<file path="src/design/irpd_pkg.sv">
// irpd_pkg: shared types, codes and reset constants for the ir pulse-distance decoder
// no dependencies; used by every other design file except irpd_out_if
`default_nettype none

package irpd_pkg;

  localparam int FRAME_BITS_DEF     = 32;
  localparam int INTERVAL_WIDTH_DEF = 19;
  localparam int CFG_INDEX_W        = 4;
  localparam int NUM_WIN            = 4;
  localparam int BYTE_W             = 8;
  localparam logic [BYTE_W-1:0] CHECK_ALL_ONES = 8'hFF;

  typedef enum logic [1:0] {
    PH_IDLE   = 2'd0,
    PH_LEADER = 2'd1,
    PH_DATA   = 2'd2
  } phase_t;

  typedef enum logic [CFG_INDEX_W-1:0] {
    REG_LEADER_A_MIN = 4'd0,
    REG_LEADER_A_MAX = 4'd1,
    REG_LEADER_B_MIN = 4'd2,
    REG_LEADER_B_MAX = 4'd3,
    REG_ZERO_MIN     = 4'd4,
    REG_ZERO_MAX     = 4'd5,
    REG_ONE_MIN      = 4'd6,
    REG_ONE_MAX      = 4'd7
  } cfg_reg_t;

  typedef enum logic [1:0] {
    WIN_LEAD_A = 2'd0,
    WIN_LEAD_B = 2'd1,
    WIN_ZERO   = 2'd2,
    WIN_ONE    = 2'd3
  } win_t;

  localparam logic [31:0] RST_LEADER_A_MIN = 32'd218918;
  localparam logic [31:0] RST_LEADER_A_MAX = 32'd267567;
  localparam logic [31:0] RST_LEADER_B_MIN = 32'd328377;
  localparam logic [31:0] RST_LEADER_B_MAX = 32'd401350;
  localparam logic [31:0] RST_ZERO_MIN     = 32'd27364;
  localparam logic [31:0] RST_ZERO_MAX     = 32'd33445;
  localparam logic [31:0] RST_ONE_MIN      = 32'd54729;
  localparam logic [31:0] RST_ONE_MAX      = 32'd66891;

  // window hits for the interval of one event
  typedef struct packed {
    logic lead_a;
    logic lead_b;
    logic zero;
    logic one;
  } win_match_t;

endpackage

`default_nettype wire

</file>
<file path="src/design/irpd_in_if.sv">
// irpd_in_if: event channel (edge or timeout with interval) with valid/ready
// depends on irpd_pkg
`default_nettype none

interface irpd_in_if #(
  parameter int INTERVAL_WIDTH = irpd_pkg::INTERVAL_WIDTH_DEF
);
  logic                      valid;
  logic                      ready;
  logic                      req_type;
  logic [INTERVAL_WIDTH-1:0] interval_ticks;

  modport source (output valid, output req_type, output interval_ticks, input ready);
  modport sink   (input valid, input req_type, input interval_ticks, output ready);
endinterface

`default_nettype wire

</file>
<file path="src/design/irpd_out_if.sv">
// irpd_out_if: decoded frame channel with valid/ready
// no dependencies
`default_nettype none

interface irpd_out_if;
  logic       valid;
  logic       ready;
  logic [7:0] address_byte;
  logic [7:0] address_second_byte;
  logic [7:0] command_byte;
  logic [7:0] command_check_byte;
  logic       frame_format;

  modport source (
    output valid, output address_byte, output address_second_byte,
    output command_byte, output command_check_byte, output frame_format,
    input ready
  );
  modport sink (
    input valid, input address_byte, input address_second_byte,
    input command_byte, input command_check_byte, input frame_format,
    output ready
  );
endinterface

`default_nettype wire

</file>
<file path="src/design/irpd_cfg_regs.sv">
// irpd_cfg_regs: the eight interval window bound registers, write-only port
// depends on irpd_pkg
`default_nettype none

module irpd_cfg_regs #(
  parameter int INTERVAL_WIDTH = irpd_pkg::INTERVAL_WIDTH_DEF
) (
  input  wire logic                               clk,
  input  wire logic                               rst,
  input  wire logic                               cfg_wr_en,
  input  wire logic [irpd_pkg::CFG_INDEX_W-1:0]   cfg_index,
  input  wire logic [INTERVAL_WIDTH-1:0]          cfg_data,
  output      logic [INTERVAL_WIDTH-1:0]          win_min [irpd_pkg::NUM_WIN],
  output      logic [INTERVAL_WIDTH-1:0]          win_max [irpd_pkg::NUM_WIN]
);

  always_ff @(posedge clk) begin
    if (rst) begin
      win_min[irpd_pkg::WIN_LEAD_A] <= irpd_pkg::RST_LEADER_A_MIN[INTERVAL_WIDTH-1:0];
      win_max[irpd_pkg::WIN_LEAD_A] <= irpd_pkg::RST_LEADER_A_MAX[INTERVAL_WIDTH-1:0];
      win_min[irpd_pkg::WIN_LEAD_B] <= irpd_pkg::RST_LEADER_B_MIN[INTERVAL_WIDTH-1:0];
      win_max[irpd_pkg::WIN_LEAD_B] <= irpd_pkg::RST_LEADER_B_MAX[INTERVAL_WIDTH-1:0];
      win_min[irpd_pkg::WIN_ZERO]   <= irpd_pkg::RST_ZERO_MIN[INTERVAL_WIDTH-1:0];
      win_max[irpd_pkg::WIN_ZERO]   <= irpd_pkg::RST_ZERO_MAX[INTERVAL_WIDTH-1:0];
      win_min[irpd_pkg::WIN_ONE]    <= irpd_pkg::RST_ONE_MIN[INTERVAL_WIDTH-1:0];
      win_max[irpd_pkg::WIN_ONE]    <= irpd_pkg::RST_ONE_MAX[INTERVAL_WIDTH-1:0];
    end else if (cfg_wr_en) begin
      unique case (cfg_index)
        irpd_pkg::REG_LEADER_A_MIN: win_min[irpd_pkg::WIN_LEAD_A] <= cfg_data;
        irpd_pkg::REG_LEADER_A_MAX: win_max[irpd_pkg::WIN_LEAD_A] <= cfg_data;
        irpd_pkg::REG_LEADER_B_MIN: win_min[irpd_pkg::WIN_LEAD_B] <= cfg_data;
        irpd_pkg::REG_LEADER_B_MAX: win_max[irpd_pkg::WIN_LEAD_B] <= cfg_data;
        irpd_pkg::REG_ZERO_MIN:     win_min[irpd_pkg::WIN_ZERO]   <= cfg_data;
        irpd_pkg::REG_ZERO_MAX:     win_max[irpd_pkg::WIN_ZERO]   <= cfg_data;
        irpd_pkg::REG_ONE_MIN:      win_min[irpd_pkg::WIN_ONE]    <= cfg_data;
        irpd_pkg::REG_ONE_MAX:      win_max[irpd_pkg::WIN_ONE]    <= cfg_data;
        default: ;
      endcase
    end
  end

endmodule

`default_nettype wire

</file>
<file path="src/design/irpd_window_match.sv">
// irpd_window_match: compares one interval against the four inclusive windows
// depends on irpd_pkg
`default_nettype none

module irpd_window_match #(
  parameter int INTERVAL_WIDTH = irpd_pkg::INTERVAL_WIDTH_DEF
) (
  input  wire logic [INTERVAL_WIDTH-1:0] interval_ticks,
  input  wire logic [INTERVAL_WIDTH-1:0] win_min [irpd_pkg::NUM_WIN],
  input  wire logic [INTERVAL_WIDTH-1:0] win_max [irpd_pkg::NUM_WIN],
  output      irpd_pkg::win_match_t      match
);

  logic [irpd_pkg::NUM_WIN-1:0] hit;

  // an empty window (min above max) never hits
  always_comb begin
    for (int k = 0; k < irpd_pkg::NUM_WIN; k++) begin
      hit[k] = (interval_ticks >= win_min[k]) && (interval_ticks <= win_max[k]);
    end
  end

  assign match.lead_a = hit[irpd_pkg::WIN_LEAD_A];
  assign match.lead_b = hit[irpd_pkg::WIN_LEAD_B];
  assign match.zero   = hit[irpd_pkg::WIN_ZERO];
  assign match.one    = hit[irpd_pkg::WIN_ONE];

endmodule

`default_nettype wire

</file>
<file path="src/design/irpd_frame_fsm.sv">
// irpd_frame_fsm: phase machine, bit shifter, check byte test and result register
// depends on irpd_pkg and irpd_out_if
`default_nettype none

module irpd_frame_fsm #(
  parameter int FRAME_BITS = irpd_pkg::FRAME_BITS_DEF
) (
  input  wire logic                 clk,
  input  wire logic                 rst,
  input  wire logic                 item_valid,
  input  wire logic                 item_timeout,
  input  wire irpd_pkg::win_match_t match,
  output      logic                 advance,
  irpd_out_if.source                frame
);

  localparam int CNT_W = (FRAME_BITS > 1) ? $clog2(FRAME_BITS) : 1;
  localparam int EXT_W = (FRAME_BITS < 32) ? 32 : FRAME_BITS;

  irpd_pkg::phase_t phase, phase_next;
  logic [CNT_W-1:0]      bits_received, bits_received_next;
  logic [FRAME_BITS-1:0] frame_shift, frame_shift_next;
  logic                  format_seen, format_seen_next;
  logic                  out_load;
  logic                  fire;
  logic [EXT_W-1:0]      shift_ext;

  assign advance = !frame.valid || frame.ready;
  assign fire    = item_valid && advance;

  always_ff @(posedge clk) begin
    if (rst) begin
      phase         <= irpd_pkg::PH_IDLE;
      bits_received <= '0;
      frame_shift   <= '0;
      format_seen   <= 1'b0;
    end else begin
      phase         <= phase_next;
      bits_received <= bits_received_next;
      frame_shift   <= frame_shift_next;
      format_seen   <= format_seen_next;
    end
  end

  always_comb begin
    phase_next         = phase;
    bits_received_next = bits_received;
    frame_shift_next   = frame_shift;
    format_seen_next   = format_seen;
    out_load           = 1'b0;
    shift_ext          = EXT_W'(frame_shift);
    if (fire) begin
      if (item_timeout) begin
        phase_next = irpd_pkg::PH_IDLE;
      end else begin
        unique case (phase)
          irpd_pkg::PH_LEADER: begin
            if (match.lead_a || match.lead_b) begin
              // window A wins when both hit
              format_seen_next   = !match.lead_a;
              phase_next         = irpd_pkg::PH_DATA;
              bits_received_next = '0;
              frame_shift_next   = '0;
            end else begin
              phase_next = irpd_pkg::PH_IDLE;
            end
          end
          irpd_pkg::PH_DATA: begin
            if (match.zero || match.one) begin
              // lsb first: new bit enters at the top
              frame_shift_next   = {!match.zero, frame_shift[FRAME_BITS-1:1]};
              bits_received_next = bits_received + CNT_W'(1);
              shift_ext          = EXT_W'(frame_shift_next);
              if (bits_received == CNT_W'(FRAME_BITS - 1)) begin
                phase_next = irpd_pkg::PH_IDLE;
                out_load   = (shift_ext[31:24] ^ shift_ext[23:16]) == irpd_pkg::CHECK_ALL_ONES;
              end
            end else begin
              phase_next = irpd_pkg::PH_IDLE;
            end
          end
          // idle and the unused code both just arm
          default: phase_next = irpd_pkg::PH_LEADER;
        endcase
      end
    end
  end

  always_ff @(posedge clk) begin
    if (rst) begin
      frame.valid <= 1'b0;
    end else if (out_load) begin
      frame.valid <= 1'b1;
    end else if (frame.ready) begin
      frame.valid <= 1'b0;
    end
  end

  always_ff @(posedge clk) begin
    if (out_load) begin
      frame.address_byte        <= shift_ext[7:0];
      frame.address_second_byte <= shift_ext[15:8];
      frame.command_byte        <= shift_ext[23:16];
      frame.command_check_byte  <= shift_ext[31:24];
      frame.frame_format        <= format_seen;
    end
  end

`ifndef SYNTH
  a_timeout_idles: assert property (@(posedge clk) disable iff (rst)
    fire && item_timeout |=> phase == irpd_pkg::PH_IDLE)
    else $error("timeout did not return to idle");

  a_leader_starts_frame: assert property (@(posedge clk) disable iff (rst)
    fire && !item_timeout && phase == irpd_pkg::PH_LEADER && (match.lead_a || match.lead_b)
    |=> phase == irpd_pkg::PH_DATA && bits_received == '0 && frame_shift == '0)
    else $error("leader match did not start a clean frame");

  a_result_after_data: assert property (@(posedge clk) disable iff (rst)
    $rose(frame.valid) |-> $past(phase) == irpd_pkg::PH_DATA && phase == irpd_pkg::PH_IDLE)
    else $error("frame emitted outside the last data bit");

  a_no_load_when_blocked: assert property (@(posedge clk) disable iff (rst)
    frame.valid && !frame.ready |-> !out_load && phase_next == phase)
    else $error("state moved while result stalled");
`endif

endmodule

`default_nettype wire

</file>
<file path="src/design/ir_remote_pulse_distance_decoder_unit.sv">
// ir_remote_pulse_distance_decoder_unit: top level of the ir pulse-distance frame decoder
// depends on irpd_pkg, irpd_in_if, irpd_out_if, irpd_cfg_regs, irpd_window_match,
// irpd_frame_fsm
//
//   port    dir  kind          carries
//   evt     in   valid/ready   req_type, interval_ticks (edge interval or timeout)
//   frame   out  valid/ready   four frame bytes and the leader format
//   cfg_*   in   write only    window bound registers, index 0..7
//
// one event per clock when frame is not stalled; an event is registered in the input
// register on acceptance and decoded from there, so a frame passes from the input
// register into the result register after its last data bit is accepted
// the state only moves while the result register is free or being drained,
// so a stalled frame holds the input register and then evt.ready
// synchronous reset restores the window defaults and returns to idle
`default_nettype none

module ir_remote_pulse_distance_decoder_unit #(
  parameter int FRAME_BITS     = irpd_pkg::FRAME_BITS_DEF,
  parameter int INTERVAL_WIDTH = irpd_pkg::INTERVAL_WIDTH_DEF
) (
  input  wire logic                             clk,
  input  wire logic                             rst,
  irpd_in_if.sink                               evt,
  irpd_out_if.source                            frame,
  input  wire logic                             cfg_wr_en,
  input  wire logic [irpd_pkg::CFG_INDEX_W-1:0] cfg_index,
  input  wire logic [INTERVAL_WIDTH-1:0]        cfg_data
);

  logic                      item_valid;
  logic                      item_timeout;
  logic [INTERVAL_WIDTH-1:0] item_interval;
  logic                      advance;
  logic [INTERVAL_WIDTH-1:0] win_min [irpd_pkg::NUM_WIN];
  logic [INTERVAL_WIDTH-1:0] win_max [irpd_pkg::NUM_WIN];
  irpd_pkg::win_match_t      match;

  assign evt.ready = !item_valid || advance;

  always_ff @(posedge clk) begin
    if (rst) begin
      item_valid <= 1'b0;
    end else if (evt.valid && evt.ready) begin
      item_valid <= 1'b1;
    end else if (advance) begin
      item_valid <= 1'b0;
    end
  end

  always_ff @(posedge clk) begin
    if (evt.valid && evt.ready) begin
      item_timeout  <= evt.req_type;
      item_interval <= evt.interval_ticks;
    end
  end

  irpd_cfg_regs #(
    .INTERVAL_WIDTH(INTERVAL_WIDTH)
  ) u_cfg (
    .clk       (clk),
    .rst       (rst),
    .cfg_wr_en (cfg_wr_en),
    .cfg_index (cfg_index),
    .cfg_data  (cfg_data),
    .win_min   (win_min),
    .win_max   (win_max)
  );

  irpd_window_match #(
    .INTERVAL_WIDTH(INTERVAL_WIDTH)
  ) u_match (
    .interval_ticks (item_interval),
    .win_min        (win_min),
    .win_max        (win_max),
    .match          (match)
  );

  irpd_frame_fsm #(
    .FRAME_BITS(FRAME_BITS)
  ) u_fsm (
    .clk          (clk),
    .rst          (rst),
    .item_valid   (item_valid),
    .item_timeout (item_timeout),
    .match        (match),
    .advance      (advance),
    .frame        (frame)
  );

endmodule

`default_nettype wire

</file>
<file path="src/flat_wrapper.sv">
// flat-port wrapper written by rule: the top's interface ports become plain ports
module ir_remote_pulse_distance_decoder_unit_flat 
#(
  parameter int FRAME_BITS     = irpd_pkg::FRAME_BITS_DEF,
  parameter int INTERVAL_WIDTH = irpd_pkg::INTERVAL_WIDTH_DEF
)
  (clk, rst, cfg_wr_en, cfg_index, cfg_data, evt_valid, evt_req_type, evt_interval_ticks, evt_ready, frame_valid, frame_address_byte, frame_address_second_byte, frame_command_byte, frame_command_check_byte, frame_frame_format, frame_ready);
  irpd_in_if #(.INTERVAL_WIDTH(INTERVAL_WIDTH)) evt_i ();
  irpd_out_if frame_i ();
  input  wire logic clk;
  input  wire logic rst;
  input  wire logic cfg_wr_en;
  input  wire logic [irpd_pkg::CFG_INDEX_W-1:0] cfg_index;
  input  wire logic [INTERVAL_WIDTH-1:0] cfg_data;
  input wire logic [$bits(evt_i.valid)-1:0] evt_valid;
  input wire logic [$bits(evt_i.req_type)-1:0] evt_req_type;
  input wire logic [$bits(evt_i.interval_ticks)-1:0] evt_interval_ticks;
  output wire logic [$bits(evt_i.ready)-1:0] evt_ready;
  output wire logic [$bits(frame_i.valid)-1:0] frame_valid;
  output wire logic [$bits(frame_i.address_byte)-1:0] frame_address_byte;
  output wire logic [$bits(frame_i.address_second_byte)-1:0] frame_address_second_byte;
  output wire logic [$bits(frame_i.command_byte)-1:0] frame_command_byte;
  output wire logic [$bits(frame_i.command_check_byte)-1:0] frame_command_check_byte;
  output wire logic [$bits(frame_i.frame_format)-1:0] frame_frame_format;
  input wire logic [$bits(frame_i.ready)-1:0] frame_ready;
  assign evt_i.valid = evt_valid;
  assign evt_i.req_type = evt_req_type;
  assign evt_i.interval_ticks = evt_interval_ticks;
  assign evt_ready = evt_i.ready;
  assign frame_valid = frame_i.valid;
  assign frame_address_byte = frame_i.address_byte;
  assign frame_address_second_byte = frame_i.address_second_byte;
  assign frame_command_byte = frame_i.command_byte;
  assign frame_command_check_byte = frame_i.command_check_byte;
  assign frame_frame_format = frame_i.frame_format;
  assign frame_i.ready = frame_ready;
  ir_remote_pulse_distance_decoder_unit #(.FRAME_BITS(FRAME_BITS), .INTERVAL_WIDTH(INTERVAL_WIDTH)) u_core (.clk(clk), .rst(rst), .evt(evt_i), .frame(frame_i), .cfg_wr_en(cfg_wr_en), .cfg_index(cfg_index), .cfg_data(cfg_data));
endmodule
</file>
<file path="config.mk">
export PLATFORM = sky130hd
export DESIGN_NAME = ir_remote_pulse_distance_decoder_unit_flat
export DESIGN_NICKNAME = d
export VERILOG_FILES = /design/src/design/irpd_pkg.sv /design/src/design/irpd_in_if.sv /design/src/design/irpd_out_if.sv /design/src/design/irpd_cfg_regs.sv /design/src/design/irpd_window_match.sv /design/src/design/irpd_frame_fsm.sv /design/src/design/ir_remote_pulse_distance_decoder_unit.sv /design/src/flat_wrapper.sv
export SDC_FILE = /design/constraint.sdc
export NUM_CORES = 1
export LEC_CHECK = 0
export BUFFER_PORTS_ARGS = -buffer_cell sky130_fd_sc_hd__buf_2
export CAP_MARGIN = 5
export CORE_MARGIN = 2
export CORE_UTILIZATION = 40
export DETAILED_ROUTE_END_ITERATION = 8
export PLACE_DENSITY = 0.55
export RECOVER_POWER = 100
export SKIP_CTS_REPAIR_TIMING = 1
export SLEW_MARGIN = 25
export SYNTH_ARGS = -nofsm -noshare
export SYNTH_HDL_FRONTEND = slang
export SYNTH_HIERARCHICAL = 1
export SYNTH_SLANG_ARGS = --single-unit
export TNS_END_PERCENT = 100
</file>
<file path="constraint.sdc">
create_clock -name clk -period 5.2 [get_ports clk]
set_clock_uncertainty 0.2 [all_clocks]
set_input_delay 0.26 -clock clk [delete_from_list [all_inputs] [get_ports clk]]
set_output_delay 0.26 -clock clk [all_outputs]
set_load 0.1 [all_outputs]
</file>
==> flow_metrics.tcl, run 1 <==
set metrics [dict create \
    outcome "finished with violations" \
    violations "max-capacitance violations, max-slew violations" \
    max_freq_mhz 223 \
    leakage_nw 7.13 \
    fin_hold_ws_ps 30.4 \
    ant_nets 0 \
    area_growth_pct 15.3 \
    gp_congestion 0.895 \
    arrival_ps 4680 \
    cts.sinks 247 \
    cap_viol_max_count 2 \
    wl_mm 36.4 \
    power_density_nw_per_um2 290 \
    synth_most_common_cell "dfxtp_1" \
    synth_top_area_cell "dfxtp_1" \
    hold_viol 0 \
    ys_types 68 \
    port_buffers 82 \
    dr.pass1.iters 5 \
    first_iter_violations 661 \
    remaining_drc_errors 0 \
    synth_top_area_frac 0.288 \
    cp-end-kind "register" \
    required_ps 5400 \
    synth_area_leaders "dfxtp_1, ha_1, edfxtp_1" \
    syn_nets 1614 \
    synth-async-reset-ratio 0 \
    max_slew_margin -1.54 \
    tritoncts "done" \
    avgSynthCellArea_sq_um 9.57 \
    synth_edf_count 53 \
    netlist_area_sq_um 13500 \
    hpwl_mm 25.3 \
    yosys_warnings 6 \
    fill_cells 3292 \
    final.setup.worst_slack_ps 723 \
    grt_max_degree 104 \
    min_period_ps 4480 \
    multi_input_area_sq_um 7150 \
    antenna_cells 0 \
    clk_pin_slew_worst_paths_ps 60 \
    slew_violations 125 \
    rr_worst_depth 11 \
    grt-ovfl-total 0 \
    grt_antenna_before_repair 0 \
    die_y_um 188 \
    std_cell_rows 67 \
    peakVddDrop_v 0.000264 \
    die_w_um 188 \
    hold_path.class "input pin to register" \
    finalNetCount 1721 \
    grt_usage 0.204 \
    tightestPinTransition_ps 3810 \
    final_core_util 0.466 \
    cts-buffers-inserted 28 \
    ys_ff_latch 247 \
    clk-insertion-delay-late_ps 550 \
    regArea_sq_um 5480 \
    io_pins 83 \
    critPathLaunchType "register" \
    vias_per_cell 5.12 \
    whs_path_depth 3 \
    total_power_mw 4.51 \
    wire_per_inst_um 18.3 \
    grt_pass1_wl_mm 56.0 \
    core_area_sq_um 33400 \
    htreeDepth 1 \
    via_count 10200 \
    path_class "register to register" \
    cts.path.max_buffers 3 \
    synth_common_cells "dfxtp_1, ha_1, inv_1" \
    setup_tns_ps 0 \
    root_buffer "clkbuf_16" \
    crit_path_max_fanout 36 \
    synthFlopType "dfxtp_1" \
    ys_seq_area_frac 0.406 \
    setup_violations 0 \
    grt_pass1_vias 9793 \
    post-place-ws_ps 1060 \
    start_util 0.405 \
    dieArea_sq_um 35200 \
    rsz0062_at_grt "no" \
    fin_crit_sh 0.861 \
    layout-drive-gt1-share 0.0936 \
    netlist_instances 1410 \
]
-- cells by family after synthesis --
kind of cell / after synthesis / synth area share
flip-flops: 247 / 0.406
adder cells (fa/ha/maj): 156 / 0.145
AO/OA/AOI/OAI: 229 / 0.0957
multiplexers: 178 / 0.135
AND/OR/NAND/NOR: 381 / 0.150
buffers and inverters: 211 / 0.0636
XOR/XNOR: 8 / 0.00519
-- worst paths after layout --
kind,from,to,slack (ps)
worst max register to register,u_core/item_interval[12],u_core/u_fsm/bits_received[0],720
worst max-delay path,u_core/item_interval[12],u_core/u_fsm/bits_received[0],720
worst min-delay path,frame_ready,u_core/u_fsm/frame.valid,30
worst min register to register,u_core/u_fsm/format_seen,u_core/u_fsm/frame.frame_format,260
-- report_power, final --
part	switching, mW	total [mW]	internal (mW)
Combinational	0.281	0.465	0.184
Sequential	0.0443	2.03	1.98
Clock	0.825	2.02	1.19
-- state kept, by name, indices dropped and copies added (netlist names), 2 cells and up --
signal,count
u_core/item_interval,19
u_core/u_cfg/win_max,76
u_core/u_cfg/win_min,76
u_core/u_fsm/bits_received,5
u_core/u_fsm/frame.address_byte,8
u_core/u_fsm/frame.address_second_byte,8
u_core/u_fsm/frame.command_byte,8
u_core/u_fsm/frame.command_check_byte,8
u_core/u_fsm/frame_shift,32
u_core/u_fsm/phase,2
-- through the flow --
stage / cells / instance area, sq um
detailed placement: 1893 / 14300
global placement: 1893 / 14300
global route: 1987 / 15600
floorplan: 1410 / 13500
finish: 1987 / 15600
CTS: 1945 / 15200
-- per-layer routing --
metal,share of wire,GRT usage,up-vias
met5,0,0,-
met1,0.47,0.282,4814
met2,0.46,0.334,198
li1,-,-,5104
met3,0.037,0.0236,49
met4,0.028,0.0594,0
-- critical path: stages, from the launching register on --
cell and delay (ps):
edfxtp_1 550, ha_1 370, a21o_1 190, a21oi_1 190, o21ai_0 170, o21bai_1 230
a32oi_1 230, or3b_2 530, nand4_1 140, clkbuf_1 1090, o21ai_0 240, a21oi_1 190
-- layout make-up --
class / instances / share of cell area
inverter: 150 / 0.0362
tap: 448 / 0.0360
multi-input combinational: 952 / 0.460
clock buffer: 33 / 0.0489
clock inverter: 19 / 0.0117
sequential: 247 / 0.352
timing repair buffer: 138 / 0.0557
-- placed cells by master, fill, tap and decap left out, types with 20 or more instances in the layout --
cell type	netlist	final
a21oi_1	96	96
buf_2	22	37
clkbuf_1	27	49
clkbuf_16	0	29
dfxtp_1	194	194
dlygate4sd3_1	0	42
edfxtp_1	53	53
ha_1	156	156
inv_1	150	150
mux2_2	31	29
mux2i_1	147	147
nand2_1	36	36
nand2b_1	98	98
nand3_1	50	50
nand4_1	20	20
nor2_1	113	113
o21ai_0	82	83
Power figures use the tool's default switching activity.
==> run 2: changes to the inputs <==
--- a/config.mk
+++ b/config.mk
@@ -7,10 +7,12 @@
 export LEC_CHECK = 0
 export BUFFER_PORTS_ARGS = -buffer_cell sky130_fd_sc_hd__buf_2
 export CAP_MARGIN = 5
+export CELL_PAD_IN_SITES_DETAIL_PLACEMENT = 1
+export CELL_PAD_IN_SITES_GLOBAL_PLACEMENT = 2
 export CORE_MARGIN = 2
-export CORE_UTILIZATION = 40
+export CORE_UTILIZATION = 39
 export DETAILED_ROUTE_END_ITERATION = 8
-export PLACE_DENSITY = 0.55
+export PLACE_DENSITY = 0.78
 export RECOVER_POWER = 100
 export SKIP_CTS_REPAIR_TIMING = 1
 export SLEW_MARGIN = 25
==> run 2 against run 1 <==
The run ends with negative hold slack, max-capacitance violations, max-slew violations left. Combinational power rose by 2%. Global-route usage rose by 1.9 points. Die area rose by 2.5%. Register-to-register slack got worse by 240 ps. Flip-flop and latch count did not move. Sequential power barely moved. Final area fell by 0.29%. Clock power rose by 2%. Via count rose by 1.8%. Total power rose by 1.2%. Utilization fell by 1.4 points. First-iteration DRC count fell by 22%.
==> flow_metrics.tcl, run 2 (synthesis results as in run 1) <==
set metrics [dict create \
    die_w_um 190 \
    multi_input_area_sq_um 7120 \
    die_y_um 190 \
    wl_mm 40.1 \
    path_class "register to register" \
    remaining_drc_errors 0 \
    regArea_sq_um 5480 \
    cp-end-kind "register" \
    p_int_mw 3.40 \
    power_density_nw_per_um2 294 \
    p_comb_frac 0.104 \
    max_slew_margin -1.01 \
    arrival_ps 4910 \
    p_seq_frac 0.444 \
    tightestPinTransition_ps 3010 \
    grt_pass1_wl_mm 62.1 \
    cts.sinks 247 \
    p_switching_mw 1.17 \
    gp_congestion 0.872 \
    fin_hold_ws_ps -3.53 \
    post-place-ws_ps 769 \
    fin_area_sq_um 15500 \
    max_freq_mhz 212 \
    slowest_delay_ps 700 \
    hold_viol 2 \
    clk-insertion-delay-late_ps 560 \
    layout-drive-gt1-share 0.0837 \
    final.setup.worst_slack_ps 483 \
    layout_commonest_cell "dfxtp_1" \
    setup_tns_ps 0 \
    total_power_mw 4.57 \
    grt_usage 0.223 \
    io_pins 83 \
    via_count 10400 \
    outcome "finished with violations" \
    area_growth_pct 15.0 \
    grt_pass1_vias 10900 \
    cts-buffers-inserted 30 \
    dieArea_sq_um 36100 \
    clockPowerShare 0.452 \
    first_iter_violations 513 \
    core_area_sq_um 34300 \
    largestRegisters "u_core/u_cfg/win_max: 76 flops, u_core/u_cfg/win_min: 76 flops, u_core/u_fsm/frame_shift: 32 flops" \
    critPathBufInv 2 \
    critPathTopFamily "simple AND/OR/NAND/NOR gates" \
    root_buffer "clkbuf_16" \
    antenna_cells 0 \
    rsz0062_at_grt "no" \
    violations "negative hold slack, max-capacitance violations, max-slew violations" \
    tritoncts "done" \
    vias_per_cell 5.19 \
    htreeDepth 1 \
    final_cell_mix "dfxtp_1, ha_1, inv_1" \
    hold_path.class "input pin to register" \
    min_period_ps 4720 \
    std_cell_rows 68 \
    clk_pin_slew_worst_paths_ps 60 \
    grt_max_degree 118 \
    cap_viol_max_count 7 \
    crit_path_max_fanout 22 \
    dr.pass1.iters 4 \
    wire_per_inst_um 20.1 \
    postPlaceCellArea_sq_um 14300 \
    path_cells "ha_1, nand3_1, or2_0, nor3_1, o21ai_0, a32oi_1, or3b_2, nand4_1, clkbuf_2, o21bai_2, clkbuf_1, a21oi_1" \
    ant_nets 0 \
    leakage_nw 7.07 \
    setup_violations 0 \
    cts.path.max_buffers 3 \
    finalNetCount 1721 \
    p_sw_frac 0.255 \
    critPathLaunchType "register" \
    crit_path_top_delay_cell "clkbuf_1" \
    port_buffers 82 \
    hpwl_mm 28.6 \
    fin_crit_sh 0.907 \
    fill_cells 3901 \
    required_ps 5390 \
    grt_antenna_before_repair 0 \
    start_util 0.394 \
    peakVddDrop_v 0.000228 \
    slew_violations 239 \
    grt-ovfl-total 0 \
]
[run 2: worst paths after layout]
check	cells past startpoint	slack, ps	start	end
worst min-delay path	3	-4	cfg_index[1]	u_core/u_cfg/win_min[57]
worst max register to register	12	480	u_core/item_interval[13]	u_core/u_fsm/frame_shift[0]
worst min register to register	0	240	u_core/u_fsm/format_seen	u_core/u_fsm/frame.frame_format
worst max-delay path	12	480	u_core/item_interval[13]	u_core/u_fsm/frame_shift[0]
[run 2: area by class of cell]
| class | instances | share of cell area |
|---|---|---|
| Multi-Input combinational cell | 952 | 0.459 |
| Sequential cell | 247 | 0.353 |
| Clock buffer | 45 | 0.0553 |
| Timing Repair Buffer | 136 | 0.0531 |
| Tap cell | 455 | 0.0367 |
| Inverter | 150 | 0.0363 |
| Clock inverter | 11 | 0.00685 |
[run 2: layer usage]
| metal | wire length [um] | track usage | up-vias |
|---|---|---|---|
| li1 | - | - | 5088 |
| met1 | 18600 | 0.294 | 5059 |
| met2 | 19400 | 0.387 | 155 |
| met3 | 1160 | 0.0234 | 50 |
| met4 | 997 | 0.0587 | 0 |
| met5 | 0 | 0 | - |
[run 2: metrics by stage]
stage | util | hold slack (ps) | std cells
floorplan | - | 122 | 1410
global placement | 0.417 | 228 | 1900
detailed placement | 0.417 | 228 | 1900
CTS | 0.445 | -344 | 1956
global route | 0.453 | 3.32 | 1996
finish | 0.453 | -3.53 | 1996
[run 2: worst min-delay path, stage by stage]
cell and delay, ps:
buf_2 180, nor3_2 130, mux2i_1 120
[run 2: power by group through the flow]
stage / combinational, mW / clock [mW] / sequential, mW
after floorplan: 0.302 / 0 / 2.05
after global placement: 0.440 / 0 / 2.07
after detailed placement: 0.452 / 0 / 2.07
after CTS: 0.458 / 2.11 / 2.03
after global routing: 0.533 / 2.19 / 2.03
final: 0.475 / 2.06 / 2.03
